[config.mk]
export PLATFORM = sky130hd
export DESIGN_NAME = sign_collapse_key_groups
export DESIGN_NICKNAME = d
export VERILOG_FILES = /design/src/design/scg_pkg.sv /design/src/design/scg_group_unit.sv /design/src/design/scg_result_fifo.sv /design/src/design/sign_collapse_key_groups.sv
export SDC_FILE = /design/constraint.sdc
export NUM_CORES = 1
export LEC_CHECK = 0
export ABC_AREA = 1
export BUFFER_PORTS_ARGS = -buffer_cell sky130_fd_sc_hd__buf_2
export CORE_ASPECT_RATIO = 1.1
export CORE_UTILIZATION = 32
export DETAILED_ROUTE_END_ITERATION = 8
export SETUP_SLACK_MARGIN = 0.02
export SLEW_MARGIN = 15
export SYNTH_ARGS = -nofsm -noshare
export SYNTH_HDL_FRONTEND = slang
export SYNTH_HIERARCHICAL = 1
export SYNTH_SLANG_ARGS = --single-unit
[constraint.sdc]
create_clock -name clk -period 10.75 [get_ports clk]
set_clock_uncertainty 0.05 [all_clocks]
set_input_delay 1.6125 -clock clk [delete_from_list [all_inputs] [get_ports clk]]
set_output_delay 1.6125 -clock clk [all_outputs]
set_load 0.005 [all_outputs]
[src/design/scg_pkg.sv]
// ---------------------------------------------------------------------------
// scg_pkg: shared types, constants and helpers for sign_collapse_key_groups.
// Holds the widths, the result record and the group close decision.
// ---------------------------------------------------------------------------
package scg_pkg;

    // Field widths.
    localparam int KEY_WIDTH    = 64;
    localparam int ROW_ID_WIDTH = 32;
    localparam int COUNT_WIDTH  = 32;
    localparam int SIGN_WIDTH   = 8;

    // Stream payload widths.
    localparam int IN_TDATA_WIDTH  = 104;
    localparam int OUT_TDATA_WIDTH = 40;

    // Sign codes as they appear in the row's sign column.
    localparam logic [SIGN_WIDTH-1:0] SIGN_INSERT = 8'h01;
    localparam logic [SIGN_WIDTH-1:0] SIGN_CANCEL = 8'hFF;

    // Result queue geometry.
    localparam int FIFO_DEPTH = 4;
    localparam int PTR_W      = $clog2(FIFO_DEPTH);
    localparam int CNT_W      = $clog2(FIFO_DEPTH + 1);

    typedef logic [COUNT_WIDTH-1:0] count_t;

    // One result item.
    typedef struct packed {
        logic [ROW_ID_WIDTH-1:0] kept_row_id;
        logic                    keep_row;
        logic                    count_mismatch;
        logic                    last_of_run;
    } result_t;

    // Results produced by one row: up to two, slot0 first.
    typedef struct packed {
        logic [1:0] num;
        result_t    slot0;
        result_t    slot1;
    } push_t;

    // Saturating increment of a group count.
    function automatic count_t sat_inc(input count_t c);
        sat_inc = (c == '1) ? c : c + count_t'(1);
    endfunction

    // Decision for a group that closes with the given counts.
    function automatic result_t close_result(
        input count_t                  pos,
        input count_t                  neg,
        input logic                    last_pos,
        input logic [ROW_ID_WIDTH-1:0] last_id
    );
        result_t r;
        logic    ge;
        count_t  diff;
        ge   = (pos >= neg);
        diff = ge ? (pos - neg) : (neg - pos);
        r.keep_row       = ge && last_pos;
        r.kept_row_id    = r.keep_row ? last_id : '0;
        r.count_mismatch = (diff > count_t'(1));
        r.last_of_run    = 1'b0;
        close_result     = r;
    endfunction

endpackage

[src/design/scg_group_unit.sv]
// ---------------------------------------------------------------------------
// scg_group_unit: input register and group state.
// Registers an incoming row, then in one step closes the previous group on a
// key change, applies the sign and closes again on the final row.
// ---------------------------------------------------------------------------
module scg_group_unit
    import scg_pkg::*;
(
    input  logic                      clk,
    input  logic                      rst_n,
    input  logic                      in_valid,
    output logic                      in_ready,
    input  logic [KEY_WIDTH-1:0]      row_key,
    input  logic [SIGN_WIDTH-1:0]     row_sign,
    input  logic [ROW_ID_WIDTH-1:0]   row_id,
    input  logic                      final_row,
    input  logic                      room,
    output push_t                     push
);

    logic                    in_valid_reg;
    logic [KEY_WIDTH-1:0]    key_reg;
    logic [SIGN_WIDTH-1:0]   sign_reg;
    logic [ROW_ID_WIDTH-1:0] id_reg;
    logic                    fin_reg;

    logic [KEY_WIDTH-1:0]    group_key_reg,   group_key_next;
    logic                    group_open_reg,  group_open_next;
    count_t                  pos_reg,         pos_next;
    count_t                  neg_reg,         neg_next;
    logic [ROW_ID_WIDTH-1:0] lpr_reg,         lpr_next;
    logic                    lwp_reg,         lwp_next;

    logic    proc;
    logic    new_group;
    logic    emit_a;
    logic    emit_b;
    result_t res_a;
    result_t res_b;
    count_t  pos1, neg1, pos2, neg2;
    logic [ROW_ID_WIDTH-1:0] lpr1, lpr2;
    logic    lwp2;

    // The held row is processed when the queue has room for two results.
    assign proc     = in_valid_reg && room;
    assign in_ready = !in_valid_reg || room;

    // Input register.
    always_ff @(posedge clk or negedge rst_n)
    begin
        if (!rst_n)
        begin
            in_valid_reg <= 1'b0;
        end
        else if (in_ready)
        begin
            in_valid_reg <= in_valid;
        end
    end

    always_ff @(posedge clk)
    begin
        if (in_valid && in_ready)
        begin
            key_reg  <= row_key;
            sign_reg <= row_sign;
            id_reg   <= row_id;
            fin_reg  <= final_row;
        end
    end

    // Group update and close decisions.
    always_comb
    begin
        new_group = !group_open_reg || (key_reg != group_key_reg);

        // Close the previous group on a key change.
        emit_a = new_group && ((pos_reg != '0) || (neg_reg != '0));
        res_a  = close_result(pos_reg, neg_reg, lwp_reg, lpr_reg);
        pos1   = new_group ? count_t'(0) : pos_reg;
        neg1   = new_group ? count_t'(0) : neg_reg;
        lpr1   = emit_a ? '0 : lpr_reg;

        // Apply the sign; other values leave the group as it is.
        pos2 = pos1;
        neg2 = neg1;
        lpr2 = lpr1;
        lwp2 = lwp_reg;
        if (sign_reg == SIGN_INSERT)
        begin
            pos2 = sat_inc(pos1);
            lpr2 = id_reg;
            lwp2 = 1'b1;
        end
        else if (sign_reg == SIGN_CANCEL)
        begin
            neg2 = sat_inc(neg1);
            lwp2 = 1'b0;
        end

        // Close again after the final row.
        emit_b = fin_reg && ((pos2 != '0) || (neg2 != '0));
        res_b  = close_result(pos2, neg2, lwp2, lpr2);
        res_b.last_of_run = 1'b1;
        res_a.last_of_run = !emit_b;

        group_key_next  = new_group ? key_reg : group_key_reg;
        group_open_next = !fin_reg;
        pos_next        = fin_reg ? count_t'(0) : pos2;
        neg_next        = fin_reg ? count_t'(0) : neg2;
        lpr_next        = emit_b ? '0 : lpr2;
        lwp_next        = lwp2;

        // Pack the results, the earlier close first.
        push.num   = proc ? (2'(emit_a) + 2'(emit_b)) : 2'd0;
        push.slot0 = emit_a ? res_a : res_b;
        push.slot1 = res_b;
    end

    // Group state.
    always_ff @(posedge clk or negedge rst_n)
    begin
        if (!rst_n)
        begin
            group_key_reg  <= '0;
            group_open_reg <= 1'b0;
            pos_reg        <= '0;
            neg_reg        <= '0;
            lpr_reg        <= '0;
            lwp_reg        <= 1'b0;
        end
        else if (proc)
        begin
            group_key_reg  <= group_key_next;
            group_open_reg <= group_open_next;
            pos_reg        <= pos_next;
            neg_reg        <= neg_next;
            lpr_reg        <= lpr_next;
            lwp_reg        <= lwp_next;
        end
    end

endmodule

[src/design/scg_result_fifo.sv]
// ---------------------------------------------------------------------------
// scg_result_fifo: small result queue.
// Takes up to two results per cycle and hands out one per transaction.
// ---------------------------------------------------------------------------
module scg_result_fifo
    import scg_pkg::*;
(
    input  logic    clk,
    input  logic    rst_n,
    input  push_t   push,
    output logic    room,
    output logic    out_valid,
    input  logic    out_ready,
    output result_t out_data
);

    result_t            mem [FIFO_DEPTH];
    logic [PTR_W-1:0]   wr_ptr_reg, wr_ptr_next;
    logic [PTR_W-1:0]   rd_ptr_reg, rd_ptr_next;
    logic [CNT_W-1:0]   count_reg,  count_next;
    logic               pop;

    assign room      = (count_reg <= CNT_W'(FIFO_DEPTH - 2));
    assign out_valid = (count_reg != '0);
    assign out_data  = mem[rd_ptr_reg];
    assign pop       = out_valid && out_ready;

    // Pointer and fill bookkeeping.
    always_comb
    begin
        wr_ptr_next = wr_ptr_reg + PTR_W'(push.num);
        rd_ptr_next = rd_ptr_reg + PTR_W'(pop);
        count_next  = count_reg + CNT_W'(push.num) - CNT_W'(pop);
    end

    always_ff @(posedge clk or negedge rst_n)
    begin
        if (!rst_n)
        begin
            wr_ptr_reg <= '0;
            rd_ptr_reg <= '0;
            count_reg  <= '0;
        end
        else
        begin
            wr_ptr_reg <= wr_ptr_next;
            rd_ptr_reg <= rd_ptr_next;
            count_reg  <= count_next;
        end
    end

    // Storage writes, one or two entries.
    always_ff @(posedge clk)
    begin
        if (push.num != 2'd0)
        begin
            mem[wr_ptr_reg] <= push.slot0;
        end
        if (push.num == 2'd2)
        begin
            mem[wr_ptr_reg + PTR_W'(1)] <= push.slot1;
        end
    end

endmodule

[src/design/sign_collapse_key_groups.sv]
// ---------------------------------------------------------------------------
// sign_collapse_key_groups: collapses a key-ordered row stream by sign.
// Counts inserts and cancels per run of equal keys and reports, per closed
// group, whether its last inserted row survives and whether counts mismatch.
// ---------------------------------------------------------------------------
//
//   Channel   Direction  Payload
//   s_*       in         tdata: row_key, row_sign, row_id; tlast: final_row
//   m_*       out        tdata: kept_row_id, keep_row, count_mismatch;
//                        tlast: last_of_run
//
// A row is registered on acceptance and processed when the result queue
// has room; its results are written into that queue and leave on m_*.
// One row per cycle is sustained while the queue has room; the output port
// moves one result per cycle, so a row that closes two groups sends both in turn.
// A held row is processed, and the next one accepted, only while the
// four-entry result queue can take two more results; an empty row register
// always accepts. Backpressure on m_* propagates through that queue.
// Reset clears the group state and the queue; no group is open after reset.
// ---------------------------------------------------------------------------
module sign_collapse_key_groups
    import scg_pkg::*;
(
    input  logic                       clk,
    input  logic                       rst_n,
    input  logic                       s_tvalid,
    output logic                       s_tready,
    // [63:0] row_key, [71:64] row_sign, [103:72] row_id
    input  logic [IN_TDATA_WIDTH-1:0]  s_tdata,
    input  logic                       s_tlast,
    output logic                       m_tvalid,
    input  logic                       m_tready,
    // [31:0] kept_row_id, [32] keep_row, [33] count_mismatch, [39:34] zero
    output logic [OUT_TDATA_WIDTH-1:0] m_tdata,
    output logic                       m_tlast
);

    push_t   push;
    logic    room;
    result_t res;

    // Group tracking.
    scg_group_unit u_group
    (
        .clk       (clk),
        .rst_n     (rst_n),
        .in_valid  (s_tvalid),
        .in_ready  (s_tready),
        .row_key   (s_tdata[KEY_WIDTH-1:0]),
        .row_sign  (s_tdata[KEY_WIDTH +: SIGN_WIDTH]),
        .row_id    (s_tdata[KEY_WIDTH+SIGN_WIDTH +: ROW_ID_WIDTH]),
        .final_row (s_tlast),
        .room      (room),
        .push      (push)
    );

    // Result queue.
    scg_result_fifo u_fifo
    (
        .clk       (clk),
        .rst_n     (rst_n),
        .push      (push),
        .room      (room),
        .out_valid (m_tvalid),
        .out_ready (m_tready),
        .out_data  (res)
    );

    // Output packing.
    assign m_tdata = {(OUT_TDATA_WIDTH-ROW_ID_WIDTH-2)'(0), res.count_mismatch,
                      res.keep_row, res.kept_row_id};
    assign m_tlast = res.last_of_run;

endmodule
# Word-level counts from Yosys, hierarchy flattened
# Memory sizes are Yosys's and may differ from the RTL's.
# Cells that the tools add are included.
dict set report op_classes {
  add_sub_neg 12
  reduce_logical 22
  order_cmp 5
  muxes 24
  eq_ne 6
}
# op n
set op_table {}
lappend op_table {{$mux 32} 16}
lappend op_table {{$reduce_bool 32->1} 4}
lappend op_table {{$sub 32x32->32} 4}
lappend op_table {{$add 32x1->32 const B} 2}
lappend op_table {{$eq 32x32->1 const B} 2}
lappend op_table {{$ge 32x32->1} 2}
lappend op_table {{$gt 32x1->1 const B} 2}
lappend op_table {{$ne 64x64->1} 1}
lappend op_table {{$mux 35} 1}
lappend op_table {{$eq 8x1->1 const B} 1}
lappend op_table {{$eq 8x8->1 const B} 1}
lappend op_table {{$logic_and 1x1->1} 7}
lappend op_table {{$mux 1} 6}
lappend op_table {{$logic_not 1->1} 4}
lappend op_table {{$logic_or 1x1->1} 4}
lappend op_table {{$add 3x2->3} 1}
lappend op_table {{$le 3x2->1 const B} 1}
lappend op_table {{$reduce_bool 3->1} 1}
lappend op_table {{$sub 3x1->3} 1}
lappend op_table {{$add 1x1->2} 1}
lappend op_table {{$add 2x1->2} 1}
lappend op_table {{$add 2x1->2 const B} 1}
lappend op_table {{$add 2x2->2} 1}
lappend op_table {{$eq 2x2->1 const B} 1}
lappend op_table {{3 further kinds} 3}
dict set report totals {
  mem_count 1
  ram_bits 140
  regBits 275
}
# memory words width rd rd_ports_with_merged_regs write_ports line
set mem_list {}
lappend mem_list {u_fifo.mem 4 35 1 0 2 scg_result_fifo.sv:17} ;# result_t mem [FIFO_DEPTH];

# Depth between registers and ports, before layout
dict set report logic_depth {
  depth_word 15
  depth_mapped 54
}

# Hierarchy
# The synthesis kept the hierarchy.
# mod area_each_um2 cells_per_inst n_inst
set by_module_without_submodules {}
lappend by_module_without_submodules {scg_group_unit 25195.4 3998 1}
lappend by_module_without_submodules {scg_result_fifo 7631.1 772 1}
lappend by_module_without_submodules {sign_collapse_key_groups 48.8 7 1}

# Worst setup path before layout
# OpenSTA, ideal clock, no wires.
dict set report synth_path {
  kind {flip-flop to flip-flop}
  start {register u_group.key_reg[4]}
  end {memory u_fifo/mem[0][0] (netlist bit), enable pin}
  required_time_ps 10219
  setup_ps 481
  arrival_time_ps 7512
  path_slack_ps 2708
  path_stages_with_launch 39
  cell_sequence {edfxtp_1 -> xnor2_1 -> nand2_1 -> nor2_1 -> nand2_1 -> nor2_1 -> nand2_1 -> nor2_4 -> buf_2 -> nand2_1 -> clkbuf_1 -> clkbuf_1 -> buf_1 -> nor2_1 -> ha_1 -> nand2_1 -> nor2_1 -> nand3_1 -> [3 not listed] -> inv_2 -> buf_6 -> nand2_1 -> nand2_1 -> nor2_1 -> nand2_1 -> nor2_1 -> nand3_1 -> nor2_1 -> nand2_1 -> nand2_4 -> buf_6 -> inv_2 -> ha_1 -> inv_1 -> nor2_1 -> nor2_1 -> o31ai_1}
}
# item line
set synth_lines {}
lappend synth_lines {{start: declaration} scg_group_unit.sv:22} ;# logic [KEY_WIDTH-1:0] key_reg;
lappend synth_lines {{start signal: assignment} scg_group_unit.sv:65} ;# key_reg <= row_key;
lappend synth_lines {{end: declaration} scg_result_fifo.sv:17}

==> impl_metrics.py <==
metrics = {
    "logic_synthesis": {
        "synth_most_common_cell": "nand2_1",
        "syn_area_um2": 32900,
        "synth_common_cells": "1210 x nand2_1, 654 x inv_1, 642 x nor2_1",
        "yosys.area.top_type_share_pct": 22.4,
        "synthFlopType": "edfxtp_1",
        "ys_seq_area_share_pct": 35.3,
        "synth.ff_latch_count": 415,
        "yosys-top-cells-area": "edfxtp_1 22%, nand2_1 14%, dfrtp_1 13%, inv_1 7.5%, nor2_1 7.3%",
        "synth_cells": 4777,
        "yosysWarnings": 6,
        "avgSynthCellArea_um2": 6.88,
        "async_reset_ff_share_pct": 41.0,
        "synth_top_cell_by_area": "edfxtp_1",
        "synth_cell_types": 66,
        "synth_edf_count": 245,
    },
    "setup_path": {
        "required_ps": 11050,
        "crit_fanout": 39,
        "cpMostUsedCell": "nand2_1",
        "startpoint_type": "flip-flop",
        "worstRegToRegCells": 42,
        "cp_slowest_stage_delay_ps": 630,
        "end_kind": "flip-flop",
        "timing_worst_setup_path_type": "reg2reg",
        "crit_slowest_cell": "clkinv_1",
        "cp.arrival_ps": 9730,
    },
    "floorplanning": {
        "rows": 122,
        "core_area_um2": 101000,
        "chipHeight_um": 338,
        "start_util_pct": 32.5,
        "die_x_um": 308,
        "io_pins": 152,
        "die-area_um2": 104000,
    },
    "clock_tree": {
        "cts_hold_buf": 0,
        "cts_tree": "built",
        "clock_latency_ps": 630,
        "cts_buffer_depth": 3,
        "clkSinkCount": 415,
        "cts_resized": 0,
        "clk_pin_slew_ps": 70,
        "cts_buffers": 50,
        "post-cts-setup-buffers": 0,
        "cts-root-buf": "clkbuf_16",
        "cts_max_level": 2,
    },
    "detailed_routing": {
        "vias": 32400,
        "drt_iter0_markers": 2801,
        "wl_per_cell_um": 20.7,
        "ant_nets": 0,
        "viasPerCell": 5.20,
        "drc": 0,
        "dr.pass1.iters": 9,
        "drt-total-wl_mm": 129,
    },
    "placed_design": {
        "place_hpwl_mm": 97.1,
        "place_congestion": 1.06,
        "io_buffers": 145,
        "placedCellCount": 6145,
        "post_dp_cell_area_um2": 34700,
    },
    "cells_and_area": {
        "drive_above_1_share_pct": 8.60,
        "stdcell_count": 6238,
        "design_area_um2": 36400,
        "n_fill_cell": 10900,
        "postLayoutCoreUtil_pct": 36.0,
        "largest_reg_flops": 140,
        "fin_nets": 5079,
        "area_delta_synth_final_pct": 10.9,
    },
    "grt": {
        "antenna_found_initial": 1,
        "grt_pass1_vias": 31000,
        "overflow": 0,
        "grt_start_max_net_pins": 110,
        "grt_util_all_layers_pct": 24.1,
        "grt_pass1_wl_mm": 191,
    },
    "sta": {
        "slew_violations": 0,
        "rsz0062_at_grt": "false",
        "hold_viol": 0,
        "period_minus_slack_ps": 9430,
        "fmax_mhz": 106,
        "post-route-period-util_pct": 87.8,
        "setup_viol": 0,
        "slew_headroom_pct": 22.7,
        "tightest_slew_ps": 1160,
        "setup-tns-final_ps": 0,
    },
    "pwr": {
        "ir_drop_mv": 0.156,
        "power.total_uw": 5760,
        "powerDensity_nw_per_um2": 158,
        "power_leakage_uw": 0.0166,
    },
    "run": {
        "maxCapViolations": 0,
    },
    "hold_path": {
        "whs_path_depth": 2,
        "hold_path_class": "reg2reg",
    },
    "status": {
        "outcome": "complete, no violations",
    },
}
placed cells by master (no fill, tap or decap), drive strengths merged, types with 81 or more instances in the layout:
cell type,synthesis,layout
a21oi,235,235
buf,80,186
dfrtp,170,170
edfxtp,245,245
ha,132,132
inv,676,682
nand2,1218,1218
nand3,195,195
nand4,117,117
nor2,657,657
nor3,81,81
o21ai,496,496
final cells by class:
type	count	area (um2)	area share (%)
Antenna cell	1	2.50	0.00687
Clock buffer	67	1370	3.75
Clock inverter	25	353	0.968
Inverter	683	2560	7.03
Multi-Input combinational cell	3496	17800	48.8
Sequential cell	415	11600	31.9
Tap cell	1364	1710	4.68
Timing Repair Buffer	187	1050	2.88
report_power, final:
group          internal (uW)  switching (uW)  total [uW]
combinational            521            1270        1790
clock                   1070             723        1790
sequential              2000             181        2180
cells by family (layout without fill, tap and decap cells):
group / count (synthesis) / count (layout) / synth area share [%]
AOI/OAI and AO/OA: 901 / 901 / 15.6
xor gates and xnor gates: 102 / 102 / 2.72
adders and majority gates: 137 / 137 / 5.33
buffers and inverters: 871 / 962 / 10.9
DFF: 415 / 415 / 35.3
muxes: 9 / 9 / 0.285
other: 2 / 8 / 0.0228
and+or+nand+nor: 2340 / 2340 / 29.8
worst paths after layout:
check | from | endpoint | slack [ps]
max in group asynchronous | rst_n | u_group/group_key_reg[7] | 8410
max | u_group/group_open_reg | u_fifo/mem[0][1] | 1320
min reg2reg | u_group/lpr_reg[12] | u_group/lpr_reg[12] | 430
max reg2reg | u_group/group_open_reg | u_fifo/mem[0][1] | 1320
min in group asynchronous | rst_n | u_group/group_key_reg[16] | 910
min | u_group/lpr_reg[12] | u_group/lpr_reg[12] | 430
layer usage:
metal	GRT usage, %	vias up	share of wire, %
met4	13.6	0	6.2
met5	0	-	0
met2	41.8	1245	48
met1	28.7	15100	40
li1	-	15700	-
met3	2.75	333	5.4
critical path, delay by kind of cell (launching register included):
| family | cells | cell delay, ps |
|---|---|---|
| fa+ha+maj | 2 | 620 |
| flops | 1 | 320 |
| xor+xnor | 2 | 530 |
| buf+inv | 7 | 2000 |
| simple gates | 24 | 3730 |
| compound gates | 7 | 1830 |
per-stage QoR:
stage	setup WS [ps]	hold slack, ps
after floorplan	2710	399
after global placement	1500	412
after detailed placement	1450	415
after CTS	1420	430
after global routing	461	443
final	1320	429
No activity file was read; power rests on OpenSTA's default activity.
